## src/rme_pkg.sv

```systemverilog
package rme_pkg;

  localparam int SAMPLE_WIDTH = 32;
  localparam int COUNT_WIDTH  = 16;
  localparam int DIFF_WIDTH   = SAMPLE_WIDTH + 1;
  localparam int BIT_CNT_W    = $clog2(SAMPLE_WIDTH);

  localparam logic [COUNT_WIDTH-1:0] COUNT_MAX = {COUNT_WIDTH{1'b1}};
  localparam logic [BIT_CNT_W-1:0]   LAST_BIT  = BIT_CNT_W'(SAMPLE_WIDTH - 1);

  typedef logic [SAMPLE_WIDTH-1:0] sample_t;
  typedef logic [COUNT_WIDTH-1:0]  count_t;

  localparam logic [1:0] ST_IDLE   = 2'd0;
  localparam logic [1:0] ST_DIV    = 2'd1;
  localparam logic [1:0] ST_FINISH = 2'd2;

endpackage

```

## src/running_mean_estimator.sv

```systemverilog
// an ordinary sample passes the divide state and then the finish step; a restart, or
//   the first sample after reset, is loaded and goes straight to the finish step
// the restoring divider by the running count produces one quotient bit per cycle
// input is taken again once the finish step hands over a result, while that still waits
// reset: synchronous active-low rst_n clears estimate, count and all handshake state
module running_mean_estimator (
  input  logic                                    clk,
  input  logic                                    rst_n,
  input  logic                                    in_valid,
  output logic                                    in_ready,
  input  logic                                    in_restart,
  input  logic signed [rme_pkg::SAMPLE_WIDTH-1:0] in_measurement,
  output logic                                    out_valid,
  input  logic                                    out_ready,
  output logic signed [rme_pkg::SAMPLE_WIDTH-1:0] out_estimate,
  output logic        [rme_pkg::COUNT_WIDTH-1:0]  out_sample_count
);
  import rme_pkg::*;

  logic [1:0]           state_r, state_nxt;
  sample_t              mean_r, mean_nxt;
  count_t               count_r, count_nxt;
  sample_t              quo_r, quo_nxt;
  count_t               rem_r, rem_nxt;
  logic [BIT_CNT_W-1:0] bit_r, bit_nxt;
  logic                 up_r, up_nxt;
  logic                 out_valid_r, out_valid_nxt;
  sample_t              out_est_r, out_est_nxt;
  count_t               out_cnt_r, out_cnt_nxt;

  logic                  in_beat;
  logic                  out_free;
  logic                  sample_ge;
  logic [DIFF_WIDTH-1:0] diff;
  logic [DIFF_WIDTH-1:0] diff_mag;
  count_t                count_inc;
  logic [COUNT_WIDTH:0]  rem_shift;
  logic [COUNT_WIDTH:0]  rem_sub;
  logic                  quo_bit;

  assign in_ready         = (state_r == ST_IDLE);
  assign in_beat          = in_valid && in_ready;
  assign out_free         = !out_valid_r || out_ready;
  assign out_valid        = out_valid_r;
  assign out_estimate     = out_est_r;
  assign out_sample_count = out_cnt_r;

  assign sample_ge = ($signed(in_measurement) >= $signed(mean_r));
  assign diff      = {in_measurement[SAMPLE_WIDTH-1], in_measurement}
                   - {mean_r[SAMPLE_WIDTH-1], mean_r};
  assign diff_mag  = sample_ge ? diff : (~diff + DIFF_WIDTH'(1));
  assign count_inc = (count_r == COUNT_MAX) ? count_r : (count_r + COUNT_WIDTH'(1));

  // one restoring step: bring down the next dividend bit, subtract count if it fits
  assign rem_shift = {rem_r, quo_r[SAMPLE_WIDTH-1]};
  assign rem_sub   = rem_shift - {1'b0, count_r};
  assign quo_bit   = !rem_sub[COUNT_WIDTH];

  always_comb begin
    state_nxt     = state_r;
    mean_nxt      = mean_r;
    count_nxt     = count_r;
    quo_nxt       = quo_r;
    rem_nxt       = rem_r;
    bit_nxt       = bit_r;
    up_nxt        = up_r;
    out_valid_nxt = out_valid_r;
    out_est_nxt   = out_est_r;
    out_cnt_nxt   = out_cnt_r;

    if (out_valid_r && out_ready) begin
      out_valid_nxt = 1'b0;
    end

    unique case (state_r)
      ST_IDLE: begin
        if (in_beat) begin
          bit_nxt = '0;
          rem_nxt = '0;
          if (in_restart || (count_r == '0)) begin
            // load directly; the finish step then adds a zero quotient
            mean_nxt  = in_measurement;
            count_nxt = COUNT_WIDTH'(1);
            quo_nxt   = '0;
            up_nxt    = 1'b1;
            state_nxt = ST_FINISH;
          end else begin
            count_nxt = count_inc;
            quo_nxt   = diff_mag[SAMPLE_WIDTH-1:0];
            up_nxt    = sample_ge;
            state_nxt = ST_DIV;
          end
        end
      end
      ST_DIV: begin
        rem_nxt = quo_bit ? rem_sub[COUNT_WIDTH-1:0] : rem_shift[COUNT_WIDTH-1:0];
        quo_nxt = {quo_r[SAMPLE_WIDTH-2:0], quo_bit};
        bit_nxt = bit_r + BIT_CNT_W'(1);
        if (bit_r == LAST_BIT) begin
          state_nxt = ST_FINISH;
        end
      end
      ST_FINISH: begin
        if (out_free) begin
          mean_nxt      = up_r ? (mean_r + quo_r) : (mean_r - quo_r);
          out_est_nxt   = mean_nxt;
          out_cnt_nxt   = count_r;
          out_valid_nxt = 1'b1;
          state_nxt     = ST_IDLE;
        end
      end
      default: begin
        state_nxt = ST_IDLE;
      end
    endcase
  end

  always_ff @(posedge clk) begin
    if (!rst_n) begin
      state_r     <= ST_IDLE;
      mean_r      <= '0;
      count_r     <= '0;
      out_valid_r <= 1'b0;
    end else begin
      state_r     <= state_nxt;
      mean_r      <= mean_nxt;
      count_r     <= count_nxt;
      out_valid_r <= out_valid_nxt;
    end
  end

  always_ff @(posedge clk) begin
    quo_r     <= quo_nxt;
    rem_r     <= rem_nxt;
    bit_r     <= bit_nxt;
    up_r      <= up_nxt;
    out_est_r <= out_est_nxt;
    out_cnt_r <= out_cnt_nxt;
  end

endmodule

```

## config.mk

```make
export PLATFORM = sky130hd
export DESIGN_NAME = running_mean_estimator
export DESIGN_NICKNAME = d
export VERILOG_FILES = /design/src/rme_pkg.sv /design/src/running_mean_estimator.sv
export SDC_FILE = /design/constraint.sdc
export NUM_CORES = 1
export LEC_CHECK = 0
export BUFFER_PORTS_ARGS = -buffer_cell sky130_fd_sc_hd__buf_2
export CAP_MARGIN = 10
export CORE_UTILIZATION = 25
export DETAILED_ROUTE_END_ITERATION = 16
export GPL_ROUTABILITY_DRIVEN = 0
export PLACE_DENSITY = 0.39
export SKIP_CTS_REPAIR_TIMING = 1
export SLEW_MARGIN = 20
export SYNTH_ARGS = -nofsm -noshare
export SYNTH_HDL_FRONTEND = slang
export SYNTH_SLANG_ARGS = --single-unit
```

## constraint.sdc

```tcl
create_clock -name clk -period 4.8 [get_ports clk]
set_clock_uncertainty 0.05 [all_clocks]
set_input_delay 0.72 -clock clk [delete_from_list [all_inputs] [get_ports clk]]
set_output_delay 0.72 -clock clk [all_outputs]
set_load 0.03 [all_outputs]
```

# ---- Word level (Yosys, flattened, before mapping)
# Cells that the tools add are included.
# W data, S select, Z words.
dict set report classes {
  addsub 7
  n_mul 0
  n_reduce_logical 16
  div 0
  n_eq_ne 9
  n_bitwise 1
  shifts 0
  order_cmp 1
  muxes 24
}
# cell n
set op_table {}
lappend op_table {{$mux W32} 7}
lappend op_table {{$pmux W32 S2} 2}
lappend op_table {{$mux W16} 4}
lappend op_table {{$sub A32 B32 Y32} 2}
lappend op_table {{$add A32 B1 Y32 const B} 1}
lappend op_table {{$add A32 B32 Y32} 1}
lappend op_table {{$ge A32 B32 Y1} 1}
lappend op_table {{$not A32 Y32} 1}
lappend op_table {{$pmux W16 S2} 1}
lappend op_table {{$sub A17 B16 Y17} 1}
lappend op_table {{$add A16 B1 Y16 const B} 1}
lappend op_table {{$eq A16 B16 Y1 const B} 1}
lappend op_table {{$logic_not A16 Y1} 1}
lappend op_table {{$pmux W5 S2} 1}
lappend op_table {{$mux W2} 4}
lappend op_table {{$ne A2 B1 Y1 const B} 3}
lappend op_table {{$pmux W2 S3} 1}
lappend op_table {{$reduce_and A2 Y1} 3}
lappend op_table {{$reduce_and A3 Y1} 2}
lappend op_table {{$add A5 B1 Y5 const B} 1}
lappend op_table {{$eq A5 B5 Y1 const B} 1}
lappend op_table {{$mux W5} 1}
lappend op_table {{$ne A2 B2 Y1 const B} 2}
lappend op_table {{$reduce_and A4 Y1} 1}
lappend op_table {{8 further kinds} 14}
dict set report word_totals {
  memories 0
  latchBits 0
  ram_bits 0
  register_bits 153
  mem_bits_ro 0
}

# ---- Logic depth before layout (Yosys ltp)
dict set report depth {
  ltp_word 7
  mapped_depth 18
}

# ---- Least setup slack after synthesis
# No wires, ideal clock.
dict set report synth_timing {
  path_type {input to register}
  from {input out_ready}
  to {register mean_r[29]}
  arrival_ps 4233
  required_ps 4504
  stages 6
  slack_ps 271
  setup_time_ps 246
  path_cell_list {nor2b_1 -> nor2_1 -> o32ai_1 -> or3_1 -> o2111ai_1 -> a21oi_1}
}
dict set report synth_via {
  elab_chain_cells 3
}
# element line
set synth_lines {}
lappend synth_lines {{from (decl)} running_mean_estimator.sv:14} ;# input logic out_ready,
lappend synth_lines {{$logic_or A1 B1 Y1} running_mean_estimator.sv:43} ;# assign out_free = !out_valid_r || out_ready;
lappend synth_lines {{$ne A2 B2 Y1 (no line)} --}
lappend synth_lines {{$reduce_and A4 Y1 (no line)} --}
lappend synth_lines {{to (signal assigned)} running_mean_estimator.sv:126} ;# mean_r <= mean_nxt;
lappend synth_lines {{to (decl)} running_mean_estimator.sv:21} ;# sample_t mean_r, mean_nxt;
# Every way passes these cells.
# A chain may end at the register's enable or synchronous reset.

# ---- Worst setup path after layout
dict set report layout_timing {
  from {register quo_r[9]}
  to {register out_est_r[30], in the netlist out_estimate[30], data pin}
}
dict set report layout_via {
  elab_chain_cells 2
  elab_cells_between_ends 3
  cone_classes {add/sub (2); mux (1)}
}
# element line
set layout_lines {}
lappend layout_lines {{from (decl)} running_mean_estimator.sv:23} ;# sample_t quo_r, quo_nxt;
lappend layout_lines {{from (signal assigned)} running_mean_estimator.sv:133} ;# quo_r <= quo_nxt;
lappend layout_lines {{$sub A32 B32 Y32 or $add A32 B32 Y32 (tied branches)} running_mean_estimator.sv:105} ;# mean_nxt = up_r ? (mean_r + quo_r) : (mean_r - quo_r);
lappend layout_lines {{$mux W32 (*)} running_mean_estimator.sv:105}
lappend layout_lines {{to (signal assigned)} running_mean_estimator.sv:137} ;# out_est_r <= out_est_nxt;
lappend layout_lines {{to (decl)} running_mean_estimator.sv:28} ;# sample_t out_est_r, out_est_nxt;
# Every way passes the cells marked *; elsewhere a longest branch is shown, timed or not.

==> metrics.cfg <==
[status]
status = completed

[critical_path]
cp.arrival_ns = 4.60
path_class = register to register
critPathCaptureType = register
cp.required_ns = 4.94
crit_fanout = 5
cp-start-kind = register

[floorplanning]
die_y_um = 224
dieArea_um2 = 50400
die_w_um = 224
core-area_um2 = 48800
rows = 81
boundaryPins = 87
initial_utilization_pct = 25.3

[cts]
worst_setup_hold_path_clk_slew_ns = 0.07
cts_tree = done
clock_sinks = 153
insertion_delay_ns = 0.45
cts_root_buf = clkbuf_16
cts_buffer_depth = 2
numCtsBuffers = 17
htreeDepth = 4

[drt]
vias = 10908
viasPerCell = 4.97
route.detailed.drc = 0
ant_nets = 0
post_drt_wl_per_cell_um = 18.7
drt_iter0_markers = 791
wl_um = 41100
drt_first_pass_iters = 5

[pwr]
power_w = 0.00557
cellPowerDensity_nw_per_um2 = 391
p_leak_nw = 5.59
irDropWorstVdd_v = 0.000176

[timing]
rsz0062_at_grt = no
finalCritPeriodShare_pct = 93.0
slew_viol_final = 0
relSlewSlack_pct = 30.3
tightest_slew_ns = 1.04
period_minus_slack_ns = 4.46
setup_violations = 0
fin_tns_setup_ns = 0
timing.hold.ws_ns = 0.440
final-hold-violation-count = 0
fmax_ghz = 0.224

[global_route]
use_met3_pct = 2.01
met1_usage_pct = 26.2
grt_pass1_vias = 10219
gr-usage-met2_pct = 22.2
grt.busiest_layer = met1
antenna_found_initial = 3
grt-ovfl-total = 0
grt_util_all_layers_pct = 16.3
grt_max_degree = 54
grt_pass1_wl_um = 62900

[yosys]
ys_warn_count = 0
dominantRegCellSynth = edfxtp_1
ys_top_cells_by_area = edfxtp_1 25%, ha_1 8.6%, dfxtp_1 8.3%
yosys.area.top_type = edfxtp_1
seq_area_frac_synth_pct = 33.0
synth_top_area_share_pct = 24.8
syn-cell-area_um2 = 12400
synth_nets = 1572
synthDistinctLibCells = 89
synth_area_per_cell_um2 = 8.55
synth_cells = 1447
synthArstFlopShare_pct = 0
synth_edf_count = 102
synth_seq_cells = 153

[placement]
dp_hpwl_um = 32700
port_buffers = 86

[cells_and_area]
syn2layout_area_growth_pct = 15.1
nets = 1639
fill_cells = 5273
drive_gt1_share_pct = 13.1

[run]
drv_cap = 0

[min_path]
hp-class = register to register

## path summary, 6_finish.rpt
| path | from | endpoint | slack (ns) | cells past startpoint |
|---|---|---|---|---|
| worst min register to register | mean_r[12]$_SDFFE_PN0P_ | mean_r[12]$_SDFFE_PN0P_ | 0.44 | 2 |
| worst max-delay path | quo_r[9]$_DFFE_PP_ | out_estimate[30]$_DFFE_PP_ | 0.34 | 16 |
| worst max register to register | quo_r[9]$_DFFE_PP_ | out_estimate[30]$_DFFE_PP_ | 0.34 | 16 |
| worst min-delay path | mean_r[12]$_SDFFE_PN0P_ | mean_r[12]$_SDFFE_PN0P_ | 0.44 | 2 |
## routing by layer
layer | vias to the layer above | part of all wire [%]
met3 | 33 | 4.3
met5 | - | 0
li1 | 5462 | -
met4 | 0 | 1.8
met2 | 242 | 39
met1 | 5171 | 55
## critical path, stage by stage, from the launching register on
cell	delay, ns
edfxtp_1	0.43
or4_1	0.63
nor4_2	0.24
and3b_1	0.31
nor2_1	0.07
xnor2_1	0.13
ha_1	0.30
a21o_1	0.18
a21oi_1	0.14
o21ai_0	0.10
a221oi_1	0.32
o31ai_1	0.16
a211oi_1	0.32
nor2_1	0.15
o41ai_1	0.36
o21ai_0	0.16
xor2_1	0.16
## stage by stage
| step | instances | setup slack, ns | cell area (µm²) | utilization [%] |
|---|---|---|---|---|
| 2_1_floorplan | 1447 | 0.271 | 12400 | - |
| 3_3_place_gp | 2159 | 0.308 | 13600 | 27.9 |
| 3_5_place_dp | 2159 | 0.335 | 13600 | 27.9 |
| 4_1_cts | 2191 | 0.297 | 14200 | 29.1 |
| 5_1_grt | 2194 | 0.00186 | 14200 | 29.2 |
| 6_report | 2194 | 0.336 | 14200 | 29.2 |
## power breakdown
group	total [W]	internal (W)	leakage, nW	switching (W)
combinational	0.00246	0.000906	3.89	0.00156
sequential	0.00172	0.00161	1.41	0.000111
clock	0.00138	0.000704	0.294	0.000680
## synthesized netlist by cell type, types with 40 or more instances
cell and number:
a21oi_1 107, clkbuf_1 49, dfxtp_1 51, edfxtp_1 102, ha_1 85, inv_1 89, nand2_1 141, nor2_1 138
nor3_1 40, o21ai_0 68, xnor2_1 82, xor2_1 46
## state kept, by name (all words and copies together), names as in the netlist
register and cells:
state_r 2, quo_r 32, out_estimate 32, rem_r 16, count_r 16, out_valid 1
bit_r 5, up_r 1, mean_r 32, out_sample_count 16
## layout by cell type (no fill, tap or decap), types with 40 or more instances in the layout
cell      instances
edfxtp_1        102
dfxtp_1          51
buf_2            86
o21ai_0          68
nor3_1           40
nand2_1         141
xnor2_1          81
nor2_1          136
xor2_1           46
inv_1            89
a21oi_1         107
ha_1             85
## layout make-up
type / instances / area (µm²) / share of cell area [%]
Antenna cell: 3 / 7.51 / 0.0527
Clock buffer: 17 / 425 / 2.99
Clock inverter: 15 / 169 / 1.19
Inverter: 89 / 334 / 2.35
Multi-Input combinational cell: 1137 / 7720 / 54.2
Sequential cell: 153 / 4080 / 28.7
Tap cell: 664 / 831 / 5.83
Timing Repair Buffer: 116 / 668 / 4.69
## cells by family (layout without fill, tap and decap cells)
group	Yosys count	in the layout	synth area share, %
mux	20	20	1.65
compound gates	414	414	22.8
xor+xnor	128	128	9.06
simple gates	487	487	19.4
fa+ha+maj	88	88	9.08
other cells	0	3	0
buf+inv	157	237	5.02
flops	153	153	33.0
(Power assumes the default switching activity.)
